### config.mk
export PLATFORM = sky130hd
export DESIGN_NAME = float_to_decimal_ascii
export DESIGN_NICKNAME = d
export VERILOG_FILES = /design/src/rtl/ftoa_pkg.sv /design/src/rtl/float_to_decimal_ascii.sv /design/src/rtl/ftoa_ctrl.sv /design/src/rtl/ftoa_dp.sv
export SDC_FILE = /design/constraint.sdc
export NUM_CORES = 2
export LEC_CHECK = 0
export ABC_AREA = 1
export ABC_CLOCK_PERIOD_IN_PS = 10200
export BUFFER_PORTS_ARGS = -buffer_cell sky130_fd_sc_hd__buf_2
export CELL_PAD_IN_SITES_DETAIL_PLACEMENT = 1
export CELL_PAD_IN_SITES_GLOBAL_PLACEMENT = 1
export CORE_ASPECT_RATIO = 0.75
export CORE_MARGIN = 8
export CORE_UTILIZATION = 51
export DETAILED_ROUTE_END_ITERATION = 10
export GPL_TIMING_DRIVEN = 0
export PLACE_DENSITY_LB_ADDON = 0.1
export SLEW_MARGIN = 30
export SYNTH_ARGS = -nofsm -noshare
export SYNTH_HDL_FRONTEND = slang
export SYNTH_SLANG_ARGS = --single-unit
### constraint.sdc
create_clock -name clk -period 10.2 [get_ports clk]
set_input_delay 2.04 -clock clk [delete_from_list [all_inputs] [get_ports clk]]
set_output_delay 2.04 -clock clk [all_outputs]
set_load 0.01 [all_outputs]
### src/rtl/ftoa_pkg.sv
// ----------------------------------------------------------------------------
// ftoa_pkg
// Shared types and constants for the float to decimal text formatter.
// ----------------------------------------------------------------------------
package ftoa_pkg;

  // ASCII codes
  localparam logic [7:0] CHAR_ZERO  = 8'h30;
  localparam logic [7:0] CHAR_POINT = 8'h2E;
  localparam logic [7:0] CHAR_MINUS = 8'h2D;
  localparam logic [7:0] CHAR_NONE  = 8'h00;

  // Exponent field at or above this value: NaN, infinity or |x| >= 2^31
  localparam logic [7:0] EXP_ERR    = 8'd158;
  // Exponent at which the binary point sits just right of the significand
  localparam logic [7:0] EXP_UNIT   = 8'd150;

  // x / 10 == (x * RECIP10) >> RECIP_SH for every 32-bit x
  localparam logic [31:0] RECIP10   = 32'hCCCC_CCCD;
  localparam int          RECIP_SH  = 35;

  // Controller states
  typedef enum logic [3:0] {
    ST_IDLE,
    ST_FMUL,
    ST_FSHIFT,
    ST_IMUL,
    ST_IDIV,
    ST_FRMUL,
    ST_FRDIV,
    ST_SIGN,
    ST_INT,
    ST_POINT,
    ST_FRAC,
    ST_ERR
  } ftoa_state_t;

  // Controller to datapath
  typedef struct packed {
    logic load;
    logic fmul;
    logic fshift;
    logic imul;
    logic idiv;
    logic frmul;
    logic frdiv;
    logic emit_sign;
    logic emit_int;
    logic emit_point;
    logic emit_frac;
    logic emit_err;
    logic last;
  } ftoa_cmd_t;

  // Datapath to controller
  typedef struct packed {
    logic err;
    logic neg;
    logic d_zero;
    logic q_zero;
    logic f_last;
    logic int_one;
    logic frac_one;
    logic out_free;
  } ftoa_stat_t;

  // Powers of ten for the fraction scale
  function automatic logic [29:0] pow10(input logic [3:0] n);
    logic [29:0] p;
    case (n)
      4'd0:    p = 30'd1;
      4'd1:    p = 30'd10;
      4'd2:    p = 30'd100;
      4'd3:    p = 30'd1000;
      4'd4:    p = 30'd10000;
      4'd5:    p = 30'd100000;
      4'd6:    p = 30'd1000000;
      4'd7:    p = 30'd10000000;
      4'd8:    p = 30'd100000000;
      default: p = 30'd1000000000;
    endcase
    return p;
  endfunction

endpackage

### src/rtl/float_to_decimal_ascii.sv
// ----------------------------------------------------------------------------
// float_to_decimal_ascii
// Formats one IEEE-754 single-precision value as decimal ASCII text.
// ----------------------------------------------------------------------------
// Input (in_valid / in_stall / value_bits): one 32-bit float pattern per item.
// Result (out_valid / out_stall / char_code / last / status): one character
//   per item, most significant first, last set on the final one. NaN,
//   infinity and |x| >= 2^31 give one item with char_code 0, last 1, status 1.
// Config (cfg_valid / cfg_ready / frac_digits): digits after the point; write
//   it only while the block is idle.
// Flow: a value gives 1..10 integer digits and 0..9 fraction digits. Once the
//   first character is valid the rest follow one per cycle, unless the
//   output stalls. The shared 32x32 multiplier does each divide-by-ten as a
//   multiply state followed by a divide state. in_stall is high from
//   acceptance until the last character is loaded, so a new value is not
//   accepted before the previous one has loaded its last character.
// Reset: clears the sequencer and output valid; frac_digits returns to 4.
// Stall: a stalled result holds in the output register and emission pauses.
// ----------------------------------------------------------------------------
module float_to_decimal_ascii #(
  parameter int MAX_FRAC_DIGITS = 9
) (
  input  logic        clk,
  input  logic        rst,
  // configuration
  input  logic        cfg_valid,
  output logic        cfg_ready,
  input  logic [3:0]  frac_digits,
  // input channel
  input  logic        in_valid,
  output logic        in_stall,
  input  logic [31:0] value_bits,
  // result channel
  output logic        out_valid,
  input  logic        out_stall,
  output logic [7:0]  char_code,
  output logic        last,
  output logic        status
);

  ftoa_pkg::ftoa_cmd_t  cmd;
  ftoa_pkg::ftoa_stat_t stat;

  // register writes are always taken
  assign cfg_ready = 1'b1;

  ftoa_ctrl u_ctrl (
    .clk      (clk),
    .rst      (rst),
    .in_valid (in_valid),
    .in_stall (in_stall),
    .stat     (stat),
    .cmd      (cmd)
  );

  ftoa_dp #(
    .MAX_FRAC_DIGITS (MAX_FRAC_DIGITS)
  ) u_dp (
    .clk         (clk),
    .rst         (rst),
    .cfg_valid   (cfg_valid),
    .frac_digits (frac_digits),
    .value_bits  (value_bits),
    .out_stall   (out_stall),
    .out_valid   (out_valid),
    .char_code   (char_code),
    .last        (last),
    .status      (status),
    .cmd         (cmd),
    .stat        (stat)
  );

  // a value in work blocks the input
  a_busy_after_accept: assert property (@(posedge clk) disable iff (rst)
    (in_valid && !in_stall) |=> in_stall)
    else $error("input not blocked after accept");

  // error result is a single terminal item with no character
  a_err_item: assert property (@(posedge clk) disable iff (rst)
    (out_valid && status) |-> (last && (char_code == ftoa_pkg::CHAR_NONE)))
    else $error("malformed error item");

  // ok characters are digits, point or minus
  a_char_set: assert property (@(posedge clk) disable iff (rst)
    (out_valid && !status) |->
      ((char_code >= ftoa_pkg::CHAR_ZERO && char_code <= 8'h39) ||
       char_code == ftoa_pkg::CHAR_POINT || char_code == ftoa_pkg::CHAR_MINUS))
    else $error("bad character code");

  // emission only while a value is in work
  a_emit_busy: assert property (@(posedge clk) disable iff (rst)
    (cmd.emit_int || cmd.emit_frac) |-> in_stall)
    else $error("emission outside a value");

endmodule

### src/rtl/ftoa_ctrl.sv
// ----------------------------------------------------------------------------
// ftoa_ctrl
// Sequencer: decode, fraction scaling, digit extraction, character emission.
// ----------------------------------------------------------------------------
module ftoa_ctrl (
  input  logic                clk,
  input  logic                rst,
  input  logic                in_valid,
  output logic                in_stall,
  input  ftoa_pkg::ftoa_stat_t stat,
  output ftoa_pkg::ftoa_cmd_t  cmd
);

  ftoa_pkg::ftoa_state_t state, state_next;

  // state register
  always_ff @(posedge clk) begin
    if (rst) begin
      state <= ftoa_pkg::ST_IDLE;
    end else begin
      state <= state_next;
    end
  end

  // next state and commands
  always_comb begin
    state_next = state;
    cmd        = '0;
    in_stall   = (state != ftoa_pkg::ST_IDLE);
    unique case (state)
      ftoa_pkg::ST_IDLE: begin
        if (in_valid) begin
          cmd.load   = 1'b1;
          state_next = ftoa_pkg::ST_FMUL;
        end
      end
      ftoa_pkg::ST_FMUL: begin
        if (stat.err) begin
          state_next = ftoa_pkg::ST_ERR;
        end else begin
          cmd.fmul   = 1'b1;
          state_next = ftoa_pkg::ST_FSHIFT;
        end
      end
      ftoa_pkg::ST_FSHIFT: begin
        cmd.fshift = 1'b1;
        state_next = ftoa_pkg::ST_IMUL;
      end
      ftoa_pkg::ST_IMUL: begin
        cmd.imul   = 1'b1;
        state_next = ftoa_pkg::ST_IDIV;
      end
      ftoa_pkg::ST_IDIV: begin
        cmd.idiv = 1'b1;
        if (!stat.q_zero) begin
          state_next = ftoa_pkg::ST_IMUL;
        end else if (!stat.d_zero) begin
          state_next = ftoa_pkg::ST_FRMUL;
        end else if (stat.neg) begin
          state_next = ftoa_pkg::ST_SIGN;
        end else begin
          state_next = ftoa_pkg::ST_INT;
        end
      end
      ftoa_pkg::ST_FRMUL: begin
        cmd.frmul  = 1'b1;
        state_next = ftoa_pkg::ST_FRDIV;
      end
      ftoa_pkg::ST_FRDIV: begin
        cmd.frdiv = 1'b1;
        if (!stat.f_last) begin
          state_next = ftoa_pkg::ST_FRMUL;
        end else if (stat.neg) begin
          state_next = ftoa_pkg::ST_SIGN;
        end else begin
          state_next = ftoa_pkg::ST_INT;
        end
      end
      ftoa_pkg::ST_SIGN: begin
        if (stat.out_free) begin
          cmd.emit_sign = 1'b1;
          state_next    = ftoa_pkg::ST_INT;
        end
      end
      ftoa_pkg::ST_INT: begin
        if (stat.out_free) begin
          cmd.emit_int = 1'b1;
          cmd.last     = stat.d_zero && stat.int_one;
          if (stat.int_one) begin
            state_next = stat.d_zero ? ftoa_pkg::ST_IDLE : ftoa_pkg::ST_POINT;
          end
        end
      end
      ftoa_pkg::ST_POINT: begin
        if (stat.out_free) begin
          cmd.emit_point = 1'b1;
          state_next     = ftoa_pkg::ST_FRAC;
        end
      end
      ftoa_pkg::ST_FRAC: begin
        if (stat.out_free) begin
          cmd.emit_frac = 1'b1;
          cmd.last      = stat.frac_one;
          if (stat.frac_one) begin
            state_next = ftoa_pkg::ST_IDLE;
          end
        end
      end
      ftoa_pkg::ST_ERR: begin
        if (stat.out_free) begin
          cmd.emit_err = 1'b1;
          cmd.last     = 1'b1;
          state_next   = ftoa_pkg::ST_IDLE;
        end
      end
      default: begin
        state_next = ftoa_pkg::ST_IDLE;
      end
    endcase
  end

endmodule

### src/rtl/ftoa_dp.sv
// ----------------------------------------------------------------------------
// ftoa_dp
// Datapath: float decode, shared multiplier, divide-by-ten step, digit
// buffers, configuration register and the output register.
// ----------------------------------------------------------------------------
module ftoa_dp #(
  parameter int MAX_FRAC_DIGITS = 9
) (
  input  logic                 clk,
  input  logic                 rst,
  // configuration
  input  logic                 cfg_valid,
  input  logic [3:0]           frac_digits,
  // input payload
  input  logic [31:0]          value_bits,
  // result channel
  input  logic                 out_stall,
  output logic                 out_valid,
  output logic [7:0]           char_code,
  output logic                 last,
  output logic                 status,
  // control
  input  ftoa_pkg::ftoa_cmd_t  cmd,
  output ftoa_pkg::ftoa_stat_t stat
);

  localparam int FIDX_W = (MAX_FRAC_DIGITS > 1) ? $clog2(MAX_FRAC_DIGITS) : 1;

  logic [3:0]  cfg_frac;
  logic [3:0]  dcnt;
  logic        neg;
  logic        err;
  logic [31:0] ival;
  logic [23:0] fnum;
  logic [7:0]  kshift;
  logic [31:0] fval;
  logic [63:0] prod;
  logic [3:0]  icnt;
  logic [3:0]  fcnt;
  logic [3:0]  int_dig  [10];
  logic [3:0]  frac_dig [MAX_FRAC_DIGITS];

  // decode
  logic        dec_sign;
  logic [7:0]  dec_exp;
  logic [7:0]  eff_exp;
  logic [23:0] dec_sig;
  logic [7:0]  k8;
  logic [31:0] ival_ld;
  logic [23:0] fnum_ld;
  logic [7:0]  k_ld;

  // multiply and divide step
  logic [31:0] mul_a;
  logic [31:0] mul_b;
  logic [31:0] dvd;
  logic [31:0] q32;
  logic [31:0] rem32;
  logic [3:0]  digit;
  logic [63:0] fshifted;
  logic [3:0]  iaddr;
  logic [3:0]  faddr;
  logic [7:0]  char_sel;

  // configuration register
  always_ff @(posedge clk) begin
    if (rst) begin
      cfg_frac <= 4'd4;
    end else if (cfg_valid) begin
      cfg_frac <= frac_digits;
    end
  end

  // clamp digits after the point
  assign dcnt = (cfg_frac > 4'(MAX_FRAC_DIGITS)) ? 4'(MAX_FRAC_DIGITS) : cfg_frac;

  // split the float into integer part and fraction numerator
  always_comb begin
    dec_sign = value_bits[31];
    dec_exp  = value_bits[30:23];
    dec_sig  = {(dec_exp != 8'd0), value_bits[22:0]};
    eff_exp  = (dec_exp == 8'd0) ? 8'd1 : dec_exp;
    k8       = ftoa_pkg::EXP_UNIT - eff_exp;
    ival_ld  = '0;
    fnum_ld  = '0;
    k_ld     = '0;
    if (eff_exp >= ftoa_pkg::EXP_UNIT) begin
      ival_ld = {8'd0, dec_sig} << 3'(eff_exp - ftoa_pkg::EXP_UNIT);
    end else if (k8 < 8'd24) begin
      ival_ld = {8'd0, dec_sig >> k8[4:0]};
      fnum_ld = dec_sig & ((24'd1 << k8[4:0]) - 24'd1);
      k_ld    = k8;
    end else begin
      fnum_ld = dec_sig;
      k_ld    = k8;
    end
  end

  // shared multiplier operands
  always_comb begin
    if (cmd.fmul) begin
      mul_a = {8'd0, fnum};
      mul_b = {2'd0, ftoa_pkg::pow10(dcnt)};
    end else if (cmd.frmul) begin
      mul_a = fval;
      mul_b = ftoa_pkg::RECIP10;
    end else begin
      mul_a = ival;
      mul_b = ftoa_pkg::RECIP10;
    end
  end

  // quotient and remainder of the divide-by-ten step
  assign dvd      = cmd.frdiv ? fval : ival;
  assign q32      = {3'd0, prod[63:ftoa_pkg::RECIP_SH]};
  assign rem32    = dvd - (q32 << 3) - (q32 << 1);
  assign digit    = rem32[3:0];
  assign fshifted = prod >> kshift;
  assign iaddr    = icnt - 4'd1;
  assign faddr    = fcnt - 4'd1;

  // working registers
  always_ff @(posedge clk) begin
    if (rst) begin
      icnt <= '0;
      fcnt <= '0;
      err  <= 1'b0;
      neg  <= 1'b0;
    end else begin
      if (cmd.load) begin
        err    <= (dec_exp >= ftoa_pkg::EXP_ERR);
        neg    <= dec_sign && (dec_sig != 24'd0);
        ival   <= ival_ld;
        fnum   <= fnum_ld;
        kshift <= k_ld;
        icnt   <= '0;
        fcnt   <= '0;
      end
      if (cmd.fmul || cmd.imul || cmd.frmul) begin
        prod <= mul_a * mul_b;
      end
      if (cmd.fshift) begin
        fval <= fshifted[31:0];
      end
      if (cmd.idiv) begin
        int_dig[icnt] <= digit;
        ival          <= q32;
        icnt          <= icnt + 4'd1;
      end
      if (cmd.frdiv) begin
        frac_dig[fcnt[FIDX_W-1:0]] <= digit;
        fval                       <= q32;
        fcnt                       <= fcnt + 4'd1;
      end
      if (cmd.emit_int) begin
        icnt <= iaddr;
      end
      if (cmd.emit_frac) begin
        fcnt <= faddr;
      end
    end
  end

  // character select
  always_comb begin
    if (cmd.emit_sign) begin
      char_sel = ftoa_pkg::CHAR_MINUS;
    end else if (cmd.emit_int) begin
      char_sel = ftoa_pkg::CHAR_ZERO + {4'd0, int_dig[iaddr]};
    end else if (cmd.emit_point) begin
      char_sel = ftoa_pkg::CHAR_POINT;
    end else if (cmd.emit_frac) begin
      char_sel = ftoa_pkg::CHAR_ZERO + {4'd0, frac_dig[faddr[FIDX_W-1:0]]};
    end else begin
      char_sel = ftoa_pkg::CHAR_NONE;
    end
  end

  // output register
  always_ff @(posedge clk) begin
    if (rst) begin
      out_valid <= 1'b0;
    end else if (cmd.emit_sign || cmd.emit_int || cmd.emit_point ||
                 cmd.emit_frac || cmd.emit_err) begin
      out_valid <= 1'b1;
      char_code <= char_sel;
      last      <= cmd.last;
      status    <= cmd.emit_err;
    end else if (!out_stall) begin
      out_valid <= 1'b0;
    end
  end

  // status to the controller
  always_comb begin
    stat          = '0;
    stat.err      = err;
    stat.neg      = neg;
    stat.d_zero   = (dcnt == 4'd0);
    stat.q_zero   = (q32 == 32'd0);
    stat.f_last   = ((fcnt + 4'd1) == dcnt);
    stat.int_one  = (icnt == 4'd1);
    stat.frac_one = (fcnt == 4'd1);
    stat.out_free = !out_valid || !out_stall;
  end

endmodule
==> impl_metrics.csv <==
group,metric,value,unit
global_routing,grt_pass1_wl,352400,um
global_routing,overflow,0,
setup_path,crit_slowest_cell,"o21ai_2",
min_path,hp-class,"reg2reg",
setup_path,critPathMostFrequentCell,"fa_1",
sta,slew_violations,0,
outcome,status,"finished, violations left",
synth,synthArstFlopShare,0,%
synth,synthTopCellsByCount,"inv_1 (1,315), nand2_1 (1,091), fa_1 (881), nor2_1 (792), nand3_1 (385)",
floorplanning,fp.dieH,288.4,um
cts,clk_pin_slew,0.09,ns
sta,finalCritPeriodShare,101.9,%
synth,yosysSeqAreaShare,15.22,%
sta,layout_min_cycle_time,10.39,ns
route,vias,49110,
placed_design,place_congestion,1.087,
synth,yosys_warnings,0,
placed_design,dpl.hpwl,211600,um
setup_path,critPathArrivalTime,10.65,ns
synth,syn_area_per_cell,8.044,um^2
cts,clk_path_buf_depth,3,
synth,synthCells,6272,
floorplanning,core,98590,um^2
sta,tns,-0.4653,ns
floorplanning,start_util,51.17,%
cts,cts.sinks,262,
synth,yosysTopAreaCell,"fa_1",
route,drt_pass1_iterations,6,
setup_path,crit_fanout,10,
global_routing,grt_antenna_before_repair,7,
setup_path,start_kind,"register",
route,ant_nets,0,
route,drt_wl_total,253400,um
synth,synth_area,50450,um^2
sta,fmax,96.25,MHz
route,via_per_inst,6.250,
sta,hold_slack,0.5792,ns
floorplanning,dieArea,109400,um^2
setup_path,endpoint_kind,"register",
synth,post-synth-top-count-cell,"inv_1",
cells_and_area,drive_gt1_share,7.094,%
cts,postCtsHoldBufs,0,
synth,synth_top_area_share,34.96,%
sta,worstMarginPinSlew,1.400,ns
cts,cts_made_buffers,25,
setup_path,cpPeakStageDelay,0.88,ns
route,drt_iter0_markers,6481,
cts,worstSkewPairLatency,0.61,ns
cts,cts_root_buf,"clkbuf_16",
cts,htree_levels,1,
synth,synth-seq-cells,262,
sta,worst_slack,-0.1898,ns
setup_path,required,10.46,ns
synth,synth_edf_count,243,
sta,hold_violations,0,
run,maxCapViolCount,0,
global_routing,grt_pass1_vias,51040,
placed_design,portBuffers,46,
outcome,violations,"setup timing",
synth,ys.flop_type,"edfxtp_1",
floorplanning,rows,100,
cells_and_area,nets,7726,
floorplanning,die_x,379.2,um
setup_path,worstSetupPathType,"reg2reg",
global_routing,grt_max_degree,24,
route,routedWlPerCell,32.25,um
cts,cts_tree,"yes",
global_routing,grt.total_usage,44.76,%
synth,synth_area_leaders,"fa_1 (35%), edfxtp_1 (14%), inv_1 (9.8%)",
sta,finalSetupViolCount,4,
sta,skew,0.04059,ns
sta,relSlewSlack,5.945,%
synth,ys_types,65,
cells_and_area,synthToLayoutAreaGrowth,7.951,%
floorplanning,ios,54,
route,drc,0,
==> per-stage QoR <==
step	cell area, um^2	setup WS (ns)	util (%)	cells
CTS	54160	-0.09999	54.94	7839
floorplan	50910	2.184	-	6393
finish	54460	-0.1898	55.24	7857
global route	54460	-0.1363	55.23	7854
detailed placement	53240	-1.278	54.00	7791
global placement	52800	-0.9655	53.55	7765
==> worst max-delay path: cells and delay by family (launching register included) <==
family          cells  cell delay (ns)
compound gates      1             0.88
fa+ha+maj           9             4.76
buf+inv            13             2.07
flops               1             0.33
simple gates       14             1.97
==> path summary, 6_finish.rpt <==
kind                   startpoint       endpoint  slack (ns)  cells after the start
hold reg to reg      u_dp.fcnt[3]   u_dp.fcnt[3]        0.58                      2
setup / recovery  u_ctrl.state[0]  u_dp.prod[52]       -0.19                     37
hold / removal       u_dp.fcnt[3]   u_dp.fcnt[3]        0.58                      2
setup reg to reg  u_ctrl.state[0]  u_dp.prod[52]       -0.19                     37
==> cell type report <==
| cell class | count | area (um^2) |
|---|---|---|
| fill | 12230 | 44130 |
| multi-input combinational | 4549 | 37470 |
| sequential | 262 | 7677 |
| inverter | 1354 | 5094 |
| tap | 1326 | 1659 |
| buffer | 227 | 1087 |
| clock buffer | 33 | 675.6 |
| timing repair buffer | 89 | 646.9 |
| clock inverter | 13 | 140.1 |
| antenna | 4 | 10.01 |
==> what timing repair did <==
action | 4_1_cts | 5_1_grt
setup buffers | 3 | 14
resized for setup | 28 | 47
pin swaps | 2 | 1
endpoints found under the setup margin | 41 | 27
hold endpoints to repair | 0 | 0
==> cells by family after synthesis <==
group,Yosys count,synth area share (%)
fa+ha+maj,1177,42.30
buf+inv,1582,12.18
other cells,2,0.01489
compound gates,685,7.953
flops,262,15.22
simple gates,2473,20.71
mux,18,0.3571
xor+xnor,73,1.267
==> registers in the layout, summed over array words and instances (netlist names) <==
signal,count
u_dp.prod,64
u_dp.int_dig,40
u_dp.frac_dig,36
u_dp.fval,32
u_dp.ival,31
u_dp.fnum,24
u_dp.kshift,8
u_dp.char_code,6
u_ctrl.state,4
u_dp.cfg_frac,4
u_dp.fcnt,4
u_dp.icnt,4
u_dp.err,1
u_dp.last,1
u_dp.neg,1
u_dp.out_valid,1
u_dp.status,1
==> metal layers <==
metal / share of wire, % / vias up / track usage, %
met2: 40 / 3802 / 62.65
met1: 38 / 24720 / 61.12
met3: 15 / 913 / 16.85
met4: 6.5 / 12 / 20.90
met5: 0.083 / - / 1.436
li1: - / 19660 / -
==> cell usage in the layout, fill, tap and decap left out, types with 13 or more instances in the layout <==
cell and n:
a31oi_1 17, inv_1 1311, ha_1 296, nor2_4 21, edfxtp_1 243, buf_4 47, dfxtp_1 19, mux2i_1 14
o211ai_1 63, conb_1 123, inv_2 35, nand2_4 15, nand2_1 1090, fa_1 881, o21bai_1 30, nand3_1 384
buf_2 132, xnor2_1 18, nor2_2 30, a21oi_1 195, o21ai_1 20, o21ai_0 236, xor2_1 52, nor3_1 50
o21ai_2 17, or2_2 20, clkbuf_16 25, clkbuf_1 92, nor2_1 770, a21o_1 13, buf_1 23, nand4_1 20
a22oi_1 21, nor3_2 19, o22ai_1 16
Power is left out: the tool's default activity adds up to more than one toggle a clock period on the data nets, which glitch-free logic cannot reach.
